File: src/design/vcp_pkg.sv
// types, codes and widths shared by the volume control point files
package vcp_pkg;

  localparam int unsigned VOL_W      = 8;
  localparam int unsigned CNT_W      = 8;
  localparam int unsigned KIND_W     = 8;
  localparam int unsigned LEN_W      = 9;
  localparam int unsigned STATUS_W   = 3;
  localparam int unsigned CFG_IDX_W  = 2;
  localparam int unsigned CFG_DATA_W = 8;
  localparam int unsigned IN_DATA_W  = 40;
  localparam int unsigned OUT_DATA_W = 24;

  localparam logic [VOL_W-1:0] VOL_MAX    = 8'd255;
  localparam logic [VOL_W-1:0] STEP_RESET = 8'd1;

  localparam logic [KIND_W-1:0] OP_DOWN        = 8'd0;
  localparam logic [KIND_W-1:0] OP_UP          = 8'd1;
  localparam logic [KIND_W-1:0] OP_UNMUTE_DOWN = 8'd2;
  localparam logic [KIND_W-1:0] OP_UNMUTE_UP   = 8'd3;
  localparam logic [KIND_W-1:0] OP_SET         = 8'd4;
  localparam logic [KIND_W-1:0] OP_UNMUTE      = 8'd5;
  localparam logic [KIND_W-1:0] OP_MUTE        = 8'd6;

  localparam logic [LEN_W-1:0] LEN_SET   = 9'd3;
  localparam logic [LEN_W-1:0] LEN_OTHER = 9'd2;

  localparam logic [STATUS_W-1:0] ST_OK      = 3'd0;
  localparam logic [STATUS_W-1:0] ST_OFFSET  = 3'd1;
  localparam logic [STATUS_W-1:0] ST_LENGTH  = 3'd2;
  localparam logic [STATUS_W-1:0] ST_OPCODE  = 3'd3;
  localparam logic [STATUS_W-1:0] ST_COUNTER = 3'd4;

  localparam logic [CFG_IDX_W-1:0] REG_VOLUME_STEP    = 2'd0;
  localparam logic [CFG_IDX_W-1:0] REG_INITIAL_VOLUME = 2'd1;
  localparam logic [CFG_IDX_W-1:0] REG_INITIAL_MUTE   = 2'd2;

  // first field in the highest bits
  typedef struct packed {
    logic [LEN_W-1:0] write_offset;
    logic [LEN_W-1:0] write_length;
    logic [VOL_W-1:0] new_volume;
    logic [CNT_W-1:0] counter;
  } in_data_t;

  typedef struct packed {
    logic [KIND_W-1:0] kind;
    in_data_t          data;
  } item_t;

  typedef struct packed {
    logic             volume_flag;
    logic             flag_notify;
    logic             state_notify;
    logic [CNT_W-1:0] change_count;
    logic             mute_state;
    logic [VOL_W-1:0] volume_level;
  } out_data_t;

  typedef struct packed {
    logic [STATUS_W-1:0] status;
    out_data_t           data;
  } result_t;

  typedef struct packed {
    logic [VOL_W-1:0] volume;
    logic             mute;
    logic [CNT_W-1:0] change_count;
    logic             flag;
  } vcp_state_t;

endpackage

File: src/design/volume_control_point.sv
// volume control point top level: input stage, evaluation, state and result register
// One control point write per cycle is taken in sustained flow while the result side
// does not stall. A transfer on the input side lands in an input register; the checks
// and the opcode then run on that register against the stored volume, mute, change
// counter and flag, which update on the same edge that loads the result register, so
// back-to-back writes each see the state left by the one before. Stalls on the result side
// hold the result register and then the input register. Configuration writes load the
// step, volume or mute unless the result register loads, and belong in idle time.
module volume_control_point (
  input  logic                           clk,
  input  logic                           rst_n,
  input  logic                           in_tvalid,
  output logic                           in_tready,
  // counter, new_volume, write_length, write_offset, zero fill
  input  logic [vcp_pkg::IN_DATA_W-1:0]  in_tdata,
  // kind
  input  logic [vcp_pkg::KIND_W-1:0]     in_tuser,
  output logic                           out_tvalid,
  input  logic                           out_tready,
  // volume_level, mute_state, change_count, state_notify, flag_notify, volume_flag,
  // zero fill
  output logic [vcp_pkg::OUT_DATA_W-1:0] out_tdata,
  // status
  output logic [vcp_pkg::STATUS_W-1:0]   out_tuser,
  input  logic                           cfg_we,
  input  logic [vcp_pkg::CFG_IDX_W-1:0]  cfg_index,
  input  logic [vcp_pkg::CFG_DATA_W-1:0] cfg_wdata
);
  import vcp_pkg::*;

  localparam int unsigned IN_PAD  = IN_DATA_W - $bits(in_data_t);
  localparam int unsigned OUT_PAD = OUT_DATA_W - $bits(out_data_t);

  item_t            item_r;
  logic             item_valid_r;
  result_t          result_r;
  logic             out_valid_r;
  vcp_state_t       state_r;
  logic [VOL_W-1:0] step_r;

  result_t          result_nxt;
  vcp_state_t       state_nxt;
  logic             out_load;
  logic             in_xfer;

  assign out_load  = item_valid_r && (!out_valid_r || out_tready);
  assign in_tready = !item_valid_r || out_load;
  assign in_xfer   = in_tvalid && in_tready;

  vcp_eval u_eval (
    .item   (item_r),
    .cur    (state_r),
    .step   (step_r),
    .result (result_nxt),
    .nxt    (state_nxt)
  );

  always_ff @(posedge clk) begin
    if (!rst_n) begin
      item_valid_r <= 1'b0;
    end else if (in_tready) begin
      item_valid_r <= in_tvalid;
    end
  end

  always_ff @(posedge clk) begin
    if (in_xfer) begin
      item_r.kind <= in_tuser;
      item_r.data <= in_tdata[$bits(in_data_t)-1:0];
    end
  end

  always_ff @(posedge clk) begin
    if (!rst_n) begin
      out_valid_r <= 1'b0;
    end else if (out_load) begin
      out_valid_r <= 1'b1;
    end else if (out_tready) begin
      out_valid_r <= 1'b0;
    end
  end

  always_ff @(posedge clk) begin
    if (out_load) begin
      result_r <= result_nxt;
    end
  end

  always_ff @(posedge clk) begin
    if (!rst_n) begin
      state_r <= '0;
      step_r  <= STEP_RESET;
    end else if (out_load) begin
      state_r <= state_nxt;
    end else if (cfg_we) begin
      case (cfg_index)
        REG_VOLUME_STEP: begin
          if (cfg_wdata != '0) begin
            step_r <= cfg_wdata[VOL_W-1:0];
          end
        end
        REG_INITIAL_VOLUME: state_r.volume <= cfg_wdata[VOL_W-1:0];
        REG_INITIAL_MUTE:   state_r.mute   <= cfg_wdata[0];
        default:            ;
      endcase
    end
  end

  assign out_tvalid = out_valid_r;
  assign out_tdata  = {{OUT_PAD{1'b0}}, result_r.data};
  assign out_tuser  = result_r.status;

  // upper input fill bits are not used
  logic unused_pad;
  assign unused_pad = ^{1'b0, in_tdata[IN_DATA_W-1:IN_DATA_W-IN_PAD]};

endmodule

File: src/design/vcp_eval.sv
// control point write checks and opcode application
module vcp_eval (
  input  vcp_pkg::item_t              item,
  input  vcp_pkg::vcp_state_t         cur,
  input  logic [vcp_pkg::VOL_W-1:0]   step,
  output vcp_pkg::result_t            result,
  output vcp_pkg::vcp_state_t         nxt
);
  import vcp_pkg::*;

  logic [LEN_W-1:0]    want_len;
  logic [STATUS_W-1:0] status;
  logic [VOL_W:0]      up_sum;
  logic [VOL_W-1:0]    vol_down;
  logic [VOL_W-1:0]    vol_up;
  logic [VOL_W-1:0]    vol_new;
  logic                mute_new;
  logic                changed;
  logic                vol_op;
  logic                flag_set;

  assign want_len = (item.kind == OP_SET) ? LEN_SET : LEN_OTHER;

  always_comb begin
    if (item.data.write_offset != '0) begin
      status = ST_OFFSET;
    end else if (item.data.write_length == '0) begin
      status = ST_LENGTH;
    end else if (item.kind > OP_MUTE) begin
      status = ST_OPCODE;
    end else if (item.data.write_length != want_len) begin
      status = ST_LENGTH;
    end else if (item.data.counter != cur.change_count) begin
      status = ST_COUNTER;
    end else begin
      status = ST_OK;
    end
  end

  // saturating step
  assign up_sum   = {1'b0, cur.volume} + {1'b0, step};
  assign vol_up   = up_sum[VOL_W] ? VOL_MAX : up_sum[VOL_W-1:0];
  assign vol_down = (cur.volume > step) ? (cur.volume - step) : '0;

  always_comb begin
    vol_new  = cur.volume;
    mute_new = cur.mute;
    case (item.kind)
      OP_DOWN:        vol_new = vol_down;
      OP_UP:          vol_new = vol_up;
      OP_UNMUTE_DOWN: begin
        vol_new  = vol_down;
        mute_new = 1'b0;
      end
      OP_UNMUTE_UP:   begin
        vol_new  = vol_up;
        mute_new = 1'b0;
      end
      OP_SET:         vol_new = item.data.new_volume;
      OP_UNMUTE:      mute_new = 1'b0;
      OP_MUTE:        mute_new = 1'b1;
      default:        ;
    endcase
  end

  assign vol_op   = (status == ST_OK) && (item.kind <= OP_SET);
  assign changed  = (status == ST_OK) && ((vol_new != cur.volume) || (mute_new != cur.mute));
  assign flag_set = vol_op && !cur.flag;

  always_comb begin
    nxt = cur;
    if (status == ST_OK) begin
      nxt.volume = vol_new;
      nxt.mute   = mute_new;
    end
    if (changed) begin
      nxt.change_count = cur.change_count + 1'b1;
    end
    if (flag_set) begin
      nxt.flag = 1'b1;
    end
  end

  always_comb begin
    result.status            = status;
    result.data.volume_level = nxt.volume;
    result.data.mute_state   = nxt.mute;
    result.data.change_count = nxt.change_count;
    result.data.state_notify = changed;
    result.data.flag_notify  = flag_set;
    result.data.volume_flag  = nxt.flag;
  end

endmodule

File: config.mk
export PLATFORM = sky130hd
export DESIGN_NAME = volume_control_point
export DESIGN_NICKNAME = d
export VERILOG_FILES = /design/src/design/vcp_pkg.sv /design/src/design/volume_control_point.sv /design/src/design/vcp_eval.sv
export SDC_FILE = /design/constraint.sdc
export NUM_CORES = 1
export LEC_CHECK = 0
export ABC_AREA = 1
export BUFFER_PORTS_ARGS = -buffer_cell sky130_fd_sc_hd__buf_2
export CORE_UTILIZATION = 55
export CTS_BUF_LIST = sky130_fd_sc_hd__clkbuf_4 sky130_fd_sc_hd__clkbuf_8
export CTS_CLUSTER_DIAMETER = 60
export DETAILED_ROUTE_END_ITERATION = 12
export GPL_ROUTABILITY_DRIVEN = 0
export GPL_TIMING_DRIVEN = 0
export PLACE_DENSITY = 0.78
export SYNTH_ARGS = -nofsm -noshare
export SYNTH_HDL_FRONTEND = slang
export SYNTH_HIERARCHICAL = 1
export SYNTH_SLANG_ARGS = --single-unit
File: constraint.sdc
create_clock -name clk -period 4.95 [get_ports clk]
set_clock_uncertainty 0.1 [all_clocks]
set_input_delay 0.99 -clock clk [delete_from_list [all_inputs] [get_ports clk]]
set_output_delay 0.99 -clock clk [all_outputs]
set_load 0.03 [all_outputs]
==> results.cfg, run 1 <==
[sta]
slew_headroom_pct = 45.46
fin_crit_ps = 3047
hold_violations = 0
worst_pin_slew_ps = 816.9
grt_setup_unrepaired = false
drv_slew = 0
fmax_mhz = 328.2
fin_setup_tns_ps = 0
finalSetupViolCount = 0
timing.final.crit_share_pct = 61.56

[detailed_routing]
dr.pass1.iters = 5
vias_per_cell = 5.067
drtIter0Drc = 216
drt-wirelength-per-cell_um = 12.75
ant_nets = 0
remaining_drc_errors = 0
vias = 4565
drt_wl_total_um = 11490

[cts]
cts_max_level = 3
cts_made_buffers = 9
clock_latency_ps = 360
cts_buffer_depth = 2
root_buffer = clkbuf_8
cts_sinks = 93
tritoncts = done
clk_pin_slew_ps = 100
cts_resized = 0
post_cts_buffers = 0
cts_hold_buffers = 0

[synth]
ys_ff_latch = 93
synth.area.mux_share_pct = 0
synth_xor_area_share_pct = 2.852
postSynth.asyncResetShare_pct = 0
synth_cells = 669
synth-compound-area-share_pct = 4.074
synth_cell_types = 45
synth_area_per_cell_um2 = 8.263
synth_simple_gate_area_share_pct = 31.73
synth-edff-count = 65
synth_fa_ha_area_share_pct = 4.572
seq_area_frac_synth_pct = 45.45
synth_top_family_by_area = simple AND/OR/NAND/NOR gates
synth-warning-count = 6
ys.flop_type = edfxtp_1
synth_area_um2 = 5528

[setup_path]
cp.arrival_ps = 3240
crit_buf_inv = 1
max_stage_delay_ps = 520
cp.required_ps = 5140
ff2ff_path_depth = 17
path_delay_family = simple AND/OR/NAND/NOR gates
crit_chain = ha_1, buf_2, or2_1, nand2_1, xor2_1, nor2_1, a21oi_2, nand2_1, nand2_1, nand2_1, nor2_2, nand3_4, nand2_4, nand2_1, nand2_1, o21ai_0, nor2_1
slowest_stage = dfxtp_1
crit_cells = 17
timing.critical_path.mode_cell = nand2_1
end_kind = flop
worstSetupPathType = reg2reg
critPathMaxFanout = 9
start_kind = flop

[grt]
grt_max_degree = 43
grt_pass1_wl_um = 19110
grt_use_total_pct = 23.78
grt_pass1_vias = 4185
grt_antenna_before_repair = 0
overflow = 0

[power_and_ir_drop]
power.switching_w = 0.0004774
powerDensity_nw_per_um2 = 260.9
seqPwrFrac_pct = 55.1
leakage_nw = 3.016
max-vdd-ir-drop_mv = 0.2064
combPwrFrac_pct = 15.4
sw_frac_of_total_pct = 29.07
p_int_w = 0.001165
clkPwrFrac_pct = 29.5

[floorplan]
pin_count = 92
die_y_um = 102.3
core_area_um2 = 9774
dieWidth_um = 102.3
rows = 36
die_area_um2 = 10460
start_util_pct = 56.55

[finish]
fin_cells = 901
areaGrowthSynthToFinish_pct = 13.88
diodes = 0
layout-drive-gt1-share_pct = 23.31
final_nets = 845

[min_path]
hp-class = reg2reg
hold-path-cell-count = 2

[flow_run]
maxCapViolCount = 0

[place]
numPortBuffers = 80
dp_cells = 885
dp_hpwl_um = 8965

[run_status]
status = finished, final reports clean
-- cell usage after synthesis, types with 2 or more instances --
cell type	n	area, um^2
o22ai_1	4	25.02
dfxtp_1	28	560.5
fa_1	2	40.04
a31oi_1	2	12.51
xnor2_1	4	35.03
o22a_1	2	17.52
inv_1	76	285.3
nor2_4	8	90.09
nor3_1	6	30.03
o21bai_1	3	22.52
edfxtp_1	65	1952
o21ai_0	12	60.06
ha_1	17	212.7
nand3_4	2	35.03
buf_2	6	30.03
nand4_1	10	62.56
buf_4	25	187.7
nand2_4	2	22.52
nand2_1	164	615.6
buf_6	2	22.52
a21oi_1	13	65.06
nor2_1	75	281.5
nand3_2	3	30.03
clkbuf_1	3	11.26
inv_2	8	30.03
or2_2	2	12.51
nand2_2	7	43.79
buf_12	2	40.04
nor2_2	10	62.56
xor2_1	14	122.6
nand3_1	76	380.4
nor4_1	3	18.77
-- cell usage in the layout, fill, tap and decap left out, drive strengths merged, types with 7 or more instances in the layout --
cell and count:
ha 17, nand2 173, nand3 81, a21oi 14, dfxtp 28, inv 89, nand4 11, nor2 93
xor2 14, edfxtp 65, o21ai 13, buf 115, clkbuf 12, nor3 7
-- final cells by class --
class | instances | area [um^2]
inverter | 86 | 330.3
clock inverter | 7 | 65.06
clock buffer | 9 | 123.9
tap | 133 | 166.4
sequential | 93 | 2512
buffer | 38 | 291.5
fill | 822 | 3480
multi-input combinational | 455 | 2405
timing repair buffer | 80 | 400.4
-- registers in the layout, indices dropped and copies added (netlist names) --
name and flops:
item_valid_r 1, out_tuser 3, step_r 8, out_tvalid 1
state_r 18, out_tdata 20, item_r 42
-- worst paths after layout --
check,start,to,slack (ps)
worst min register to register,state_r[0],state_r[0],420
worst min-delay path,state_r[0],state_r[0],420
worst max register to register,state_r[13],state_r[4],1900
worst max-delay path,state_r[13],state_r[4],1900
-- per-layer routing --
metal | track usage [%] | wire length [um] | up-vias
li1 | - | - | 2335
met1 | 31.11 | 5083 | 2047
met2 | 39.75 | 5496 | 155
met3 | 4.036 | 607 | 28
met4 | 8.681 | 301 | 0
met5 | 0 | 0 | -
-- through the flow --
step	setup WS, ps	util (%)	cell area [um^2]	total power (W)	hold slack [ps]
floorplan	2207	-	5539	0.001099	356.5
global placement	1987	62.47	6106	0.001165	391.7
detailed placement	1982	62.47	6106	0.001174	401.0
CTS	1926	64.40	6295	0.001650	416.1
global route	1633	64.40	6295	0.001714	448.2
finish	1903	64.40	6295	0.001642	416.5
-- power groups by stage --
stage                     clock (W)  combinational, W  sequential, W
after floorplan                   0          0.000165       0.000934
after global placement            0          0.000244       0.000921
after detailed placement          0          0.000251       0.000923
after CTS                  0.000491          0.000253       0.000906
after global routing       0.000520          0.000284       0.000910
final                      0.000484          0.000253       0.000905
-- worst register-to-register path: stages (launching register included) --
cell	delay, ps
dfxtp_1	520
ha_1	280
buf_2	170
or2_1	280
nand2_1	90
xor2_1	220
nor2_1	90
a21oi_2	150
nand2_1	90
nand2_1	70
nand2_1	60
nor2_2	190
nand3_4	170
nand2_4	140
nand2_1	60
nand2_1	90
o21ai_0	90
nor2_1	130
-- logic make-up (layout without fill, tap and decap cells) --
kind of cell    count (synthesis)  after routing
compound gates                 39             39
flops                          93             93
simple gates                  375            375
other cells                     1              4
buf+inv                       124            220
fa+ha+maj                      19             19
xor+xnor                       18             18
Power figures use the tool's default switching activity.
==> run 2: changes to the inputs <==
Clock period 4.95 ns to 2.9 ns, I/O delays scaled along.
==> results.cfg, run 2 (synthesis gave the netlist of run 1 again) <==
[floorplan]
dieWidth_um = 102.3
start_util_pct = 56.55
die_area_um2 = 10460
rows = 36
die_y_um = 102.3
core_area_um2 = 9774
pin_count = 92

[power_and_ir_drop]
leakage_nw = 3.096
powerDensity_nw_per_um2 = 431.0
max-vdd-ir-drop_mv = 0.3552

[detailed_routing]
ant_nets = 0
drtIter0Drc = 258
dr.pass1.iters = 5
drt-wirelength-per-cell_um = 13.58
remaining_drc_errors = 0
drt_wl_total_um = 12330
vias_per_cell = 5.231
vias = 4750

[grt]
grt_use_total_pct = 24.26
grt_antenna_before_repair = 0
grt_pass1_vias = 4267
grt_pass1_wl_um = 19450
overflow = 0
grt_max_degree = 43

[sta]
slew_headroom_pct = 45.49
fin_crit_ps = 2875
hold_violations = 0
grt_setup_unrepaired = true
holdWs_ps = 284.4
timing.final.crit_share_pct = 99.13
fin_setup_tns_ps = 0
drv_slew = 0
finalSetupViolCount = 0
worst_pin_slew_ps = 816.4
timing.final.ws_setup_ps = 25.19
fmax_mhz = 347.8

[cts]
clock_latency_ps = 360
cts_buffer_depth = 2
root_buffer = clkbuf_8
cts_sinks = 93
clk_pin_slew_ps = 100
cts_max_level = 3
cts_made_buffers = 9
tritoncts = done

[min_path]
hold-path-cell-count = 1
min_to = item_r[3]
hp-class = in2reg
hp-start = in_tdata[3]

[setup_path]
reg2reg_setup_slack_ps = 30
end_kind = flop
cp.arrival_ps = 2900
worstReg2RegEnd = out_tdata[13]
ff2ff_path_depth = 18
cp.required_ps = 2930
critPathMaxFanout = 6
critical_path.startpoint = state_r[10]
start_kind = flop
timing.rr.start = state_r[10]
worstSetupPathType = reg2reg

[finish]
areaGrowthSynthToFinish_pct = 19.58
design_area_um2 = 6610
largest_register = item_r
mostFrequentLayoutCells = nand2_1 (147), buf_2 (83), nand3_1 (72), inv_1 (72)
final_nets = 852
fin_cells = 908
largest_reg_flops = 42
final_common_cell = nand2_1
layout-drive-gt1-share_pct = 31.74
diodes = 0
fillers = 774

[place]
dp_cells = 885
place_area_um2 = 6106
dp_hpwl_um = 8965
place_worst_setup_slack_ps = -67.78
numPortBuffers = 80

[flow_run]
maxCapViolCount = 0

[run_status]
status = finished, final reports clean
run 2: cell types whose count changed in the layout (fill, tap and decap cells not counted), sizes merged:
| cell | change |
|---|---|
| nand3 | +1 |
| buf | +6 |
run 2: worst max-delay path, stage by stage, from the launching register on:
cell and delay (ps):
dfxtp_4 390, inv_4 60, ha_4 110, inv_2 40, fa_2 380, nand2_2 80, nand2_2 70, nand2_2 90
xor2_2 190, nor2_2 80, a21oi_2 160, nand2_1 90, nand2_1 100, nand2_2 80, nor2_4 170, nand3_2 140
nand3_1 100, nand2_1 70, buf_4 130
run 2: cell type report:
class                      instances  area, um^2  share of cell area [%]
timing repair buffer              86       445.4                   6.739
clock buffer                       9       123.9                   1.874
clock inverter                     7       65.06                  0.9843
multi-input combinational        456        2624                   39.69
inverter                          86       335.3                   5.073
buffer                            38       310.3                   4.694
sequential                        93        2540                   38.43
tap                              133       166.4                   2.518
run 2: per-stage QoR:
| stage | utilization (%) | total power (W) |
|---|---|---|
| 6_report | 67.63 | 0.002849 |
| 4_1_cts | 64.99 | 0.002824 |
| 3_3_place_gp | 62.47 | 0.001989 |
| 5_1_grt | 67.63 | 0.002973 |
| 3_5_place_dp | 62.47 | 0.002004 |
| 2_1_floorplan | - | 0.001875 |
run 2: per-layer routing:
metal	vias up	routed length, um	GRT usage (%)
li1	2347	-	-
met1	2151	5097	30.97
met2	210	5951	40.68
met3	42	878	4.720
met4	0	399	9.560
met5	-	0	0
run 2: what timing repair did:
item,CTS,global route
gates cloned,1,0
pin swaps,5,33
gates resized for setup,20,70
endpoints found under the setup margin,16,34
buffers inserted,0,6
hold buffers,0,0
run 2: worst max path at each step:
| stage | to | slack, ps | cells after the start |
|---|---|---|---|
| floorplan | out_tdata[11] | 270 | 17 |
| CTS | state_r[4] | 10 | 20 |
| finish | out_tdata[13] | 30 | 18 |
| global placement | out_tdata[12] | -60 | 17 |
| detailed placement | out_tdata[12] | -70 | 19 |
| global route | state_r[5] | -170 | 20 |
run 2: where the power goes:
group	switching, W	internal (W)	total [W]
Clock	0.000491	0.000331	0.000822
Combinational	0.000294	0.000186	0.000480
Sequential	0.0000519	0.00149	0.00155
Total	0.000837	0.00201	0.00285
==> run 3: changes to the inputs <==
Settings changed: ABC_AREA 1 to 0, HOLD_SLACK_MARGIN set to 0.06, PLACE_DENSITY 0.78 to 0.79.
==> results.cfg, run 3 <==
[grt]
grt_pass1_vias = 4002
grt_max_degree = 43
grt_antenna_before_repair = 0
grt_use_total_pct = 26.13
overflow = 0
grt_pass1_wl_um = 19690

[setup_path]
critPathMaxFanout = 4
timing.rr.start = step_r[1]
max_stage_delay_ps = 430
ff2ff_path_depth = 14
end_kind = flop
crit_chain = inv_1, ha_1, or3b_4, a311oi_4, nor3_1, nor2_1, mux2i_2, a21oi_2, o31a_4, buf_4, o21ai_4, xnor2_2, nand2_1, a21boi_1
worstSetupPathType = reg2reg
cp.required_ps = 3110
worstReg2RegEnd = state_r[5]
reg2reg_setup_slack_ps = -860
start_kind = flop
slowest_stage = or3b_4
cp.arrival_ps = 3970

[run_status]
status = finished, violations left
violations = setup timing

[synth]
synth-warning-count = 6
yosysMostFrequentCell = edfxtp_1
postSynth.asyncResetShare_pct = 0
synth_area_leaders = edfxtp_1 (38%), dfxtp_1 (11%), ha_1 (4.1%)
seq_area_frac_synth_pct = 48.82
ys_ff_latch = 93
synth.top_cell.area_share_pct = 37.93
ys.flop_type = edfxtp_1
synth_cells = 478
synth_cell_types = 75
synth_area_um2 = 5146
yosysTopAreaCell = edfxtp_1
synthTopCellsByCount = edfxtp_1 (65), nand2_1 (51), nor2_1 (29)
synth-edff-count = 65
synth_area_per_cell_um2 = 10.77

[finish]
final_nets = 695
largest_reg_flops = 42
diodes = 0
multiInputGateArea_um2 = 2716
ff_latch_area_um2 = 2534
mostFrequentLayoutCells = buf_2 (84), edfxtp_1 (65), nand2_1 (46), buf_4 (42)
design_area_um2 = 6783
layout-drive-gt1-share_pct = 42.88
fillers = 523
final_common_cell = buf_2
final_core_util_pct = 76.29
areaGrowthSynthToFinish_pct = 31.80
largest_register = item_r

[cts]
cts_max_level = 3
cts_hold_buffers = 0
clock_latency_ps = 380
cts_buffer_depth = 2
cts_made_buffers = 9
tritoncts = done
root_buffer = clkbuf_8
cts_sinks = 93
clk_pin_slew_ps = 100

[floorplan]
die_area_um2 = 9748
rows = 34
start_util_pct = 57.88
pin_count = 92
dieWidth_um = 98.73
core_area_um2 = 8891
die_y_um = 98.73

[detailed_routing]
ant_nets = 0
drt_wl_total_um = 13960
vias_per_cell = 6.123
dr.pass1.iters = 7
drtIter0Drc = 349
remaining_drc_errors = 0
drt-wirelength-per-cell_um = 19.22
vias = 4445

[sta]
timing.final.crit_share_pct = 129.7
fin_crit_ps = 3760
hold_violations = 0
fmax_mhz = 265.9
drv_slew = 0
grt_setup_unrepaired = true
finalSetupViolCount = 37
fin_setup_tns_ps = -17600
slew_headroom_pct = 41.14
worst_pin_slew_ps = 882.9
timing.final.ws_setup_ps = -860.1

[power_and_ir_drop]
powerDensity_nw_per_um2 = 441.0
leakage_nw = 2.668
max-vdd-ir-drop_mv = 0.3370

[min_path]
hold-path-cell-count = 1
min_to = item_r[28]
hp-start = in_tdata[28]
hp-class = in2reg

[place]
numPortBuffers = 80
place_worst_setup_slack_ps = -997.3
dp_hpwl_um = 8058
place_area_um2 = 5727

[flow_run]
maxCapViolCount = 0
==> run 3: cell types whose count changed in the layout (fill, tap and decap cells not counted), moves of 17 or more <==
cell     previous run  this run
nand2_2            22         3
buf_6               5        25
nand3_1            72         5
nor2_1             65        25
mux2i_1             0        17
inv_1              72        15
nand2_1           147        46
==> run 3: logic make-up after synthesis <==
kind of cell / synth area share [%]
DFF: 48.82
other: 0.07287
adders and majority gates: 4.911
muxes: 3.793
buffers and inverters: 6.808
and+or+nand+nor: 15.46
xor gates and xnor gates: 3.744
AOI/OAI and AO/OA: 16.39
==> run 3: timing repair <==
action,in CTS,in global routing
gates resized for setup,73,64
buffers inserted,31,12
cloned,1,1
pin swaps,29,36
endpoints found under the setup margin,36,38
==> run 3: how the worst max path moves through the flow <==
stage                    endpoint         from  cells past startpoint  slack, ps
finish                 state_r[5]    step_r[1]                     14       -860
global route           state_r[5]  state_r[10]                     14       -910
CTS                 out_tdata[10]  state_r[10]                     14       -710
detailed placement  out_tdata[10]  state_r[10]                     12      -1000
global placement    out_tdata[10]  state_r[10]                     12       -980
floorplan           out_tdata[10]  state_r[10]                     14       -590
==> run 3: critical path: cells and delay by family, from the launching register on <==
| kind | cells | cell delay (ps) |
|---|---|---|
| DFF | 1 | 400 |
| xor gates and xnor gates | 1 | 140 |
| AOI/OAI and AO/OA | 5 | 1240 |
| and+or+nand+nor | 4 | 830 |
| buffers and inverters | 2 | 270 |
| muxes | 1 | 370 |
| adders and majority gates | 1 | 320 |
==> run 3: power breakdown <==
part	switching (W)	total (W)	internal, W	leakage, nW
clock network	0.000516	0.000935	0.000418	0.107
registers	0.0000493	0.00154	0.00149	0.849
logic	0.000298	0.000516	0.000218	1.71
==> run 3: cell type report <==
class | instances | share of cell area, %
inverter | 18 | 1.033
timing repair buffer | 122 | 11.81
sequential | 93 | 37.35
buffer | 41 | 4.685
clock buffer | 9 | 1.826
clock inverter | 7 | 1.254
tap | 108 | 1.992
multi-input combinational | 328 | 40.05
==> run 3: routing by layer <==
layer / global-route usage, % / vias up / part of all wire [%]
met2: 42.52 / 299 / 48
met5: 0 / - / 0
met4: 9.644 / 0 / 4.5
met1: 35.08 / 2095 / 39
met3: 4.894 / 71 / 8.1
li1: - / 1980 / -
==> run 3: metrics by stage <==
stage | hold WS [ps] | total power [W] | std cells
3_3_place_gp | 352.1 | 0.001969 | 669
3_5_place_dp | 363.3 | 0.001983 | 669
6_report | 266.1 | 0.002991 | 726
4_1_cts | 265.6 | 0.002914 | 715
5_1_grt | 245.7 | 0.003105 | 726
2_1_floorplan | 343.3 | 0.001857 | 481
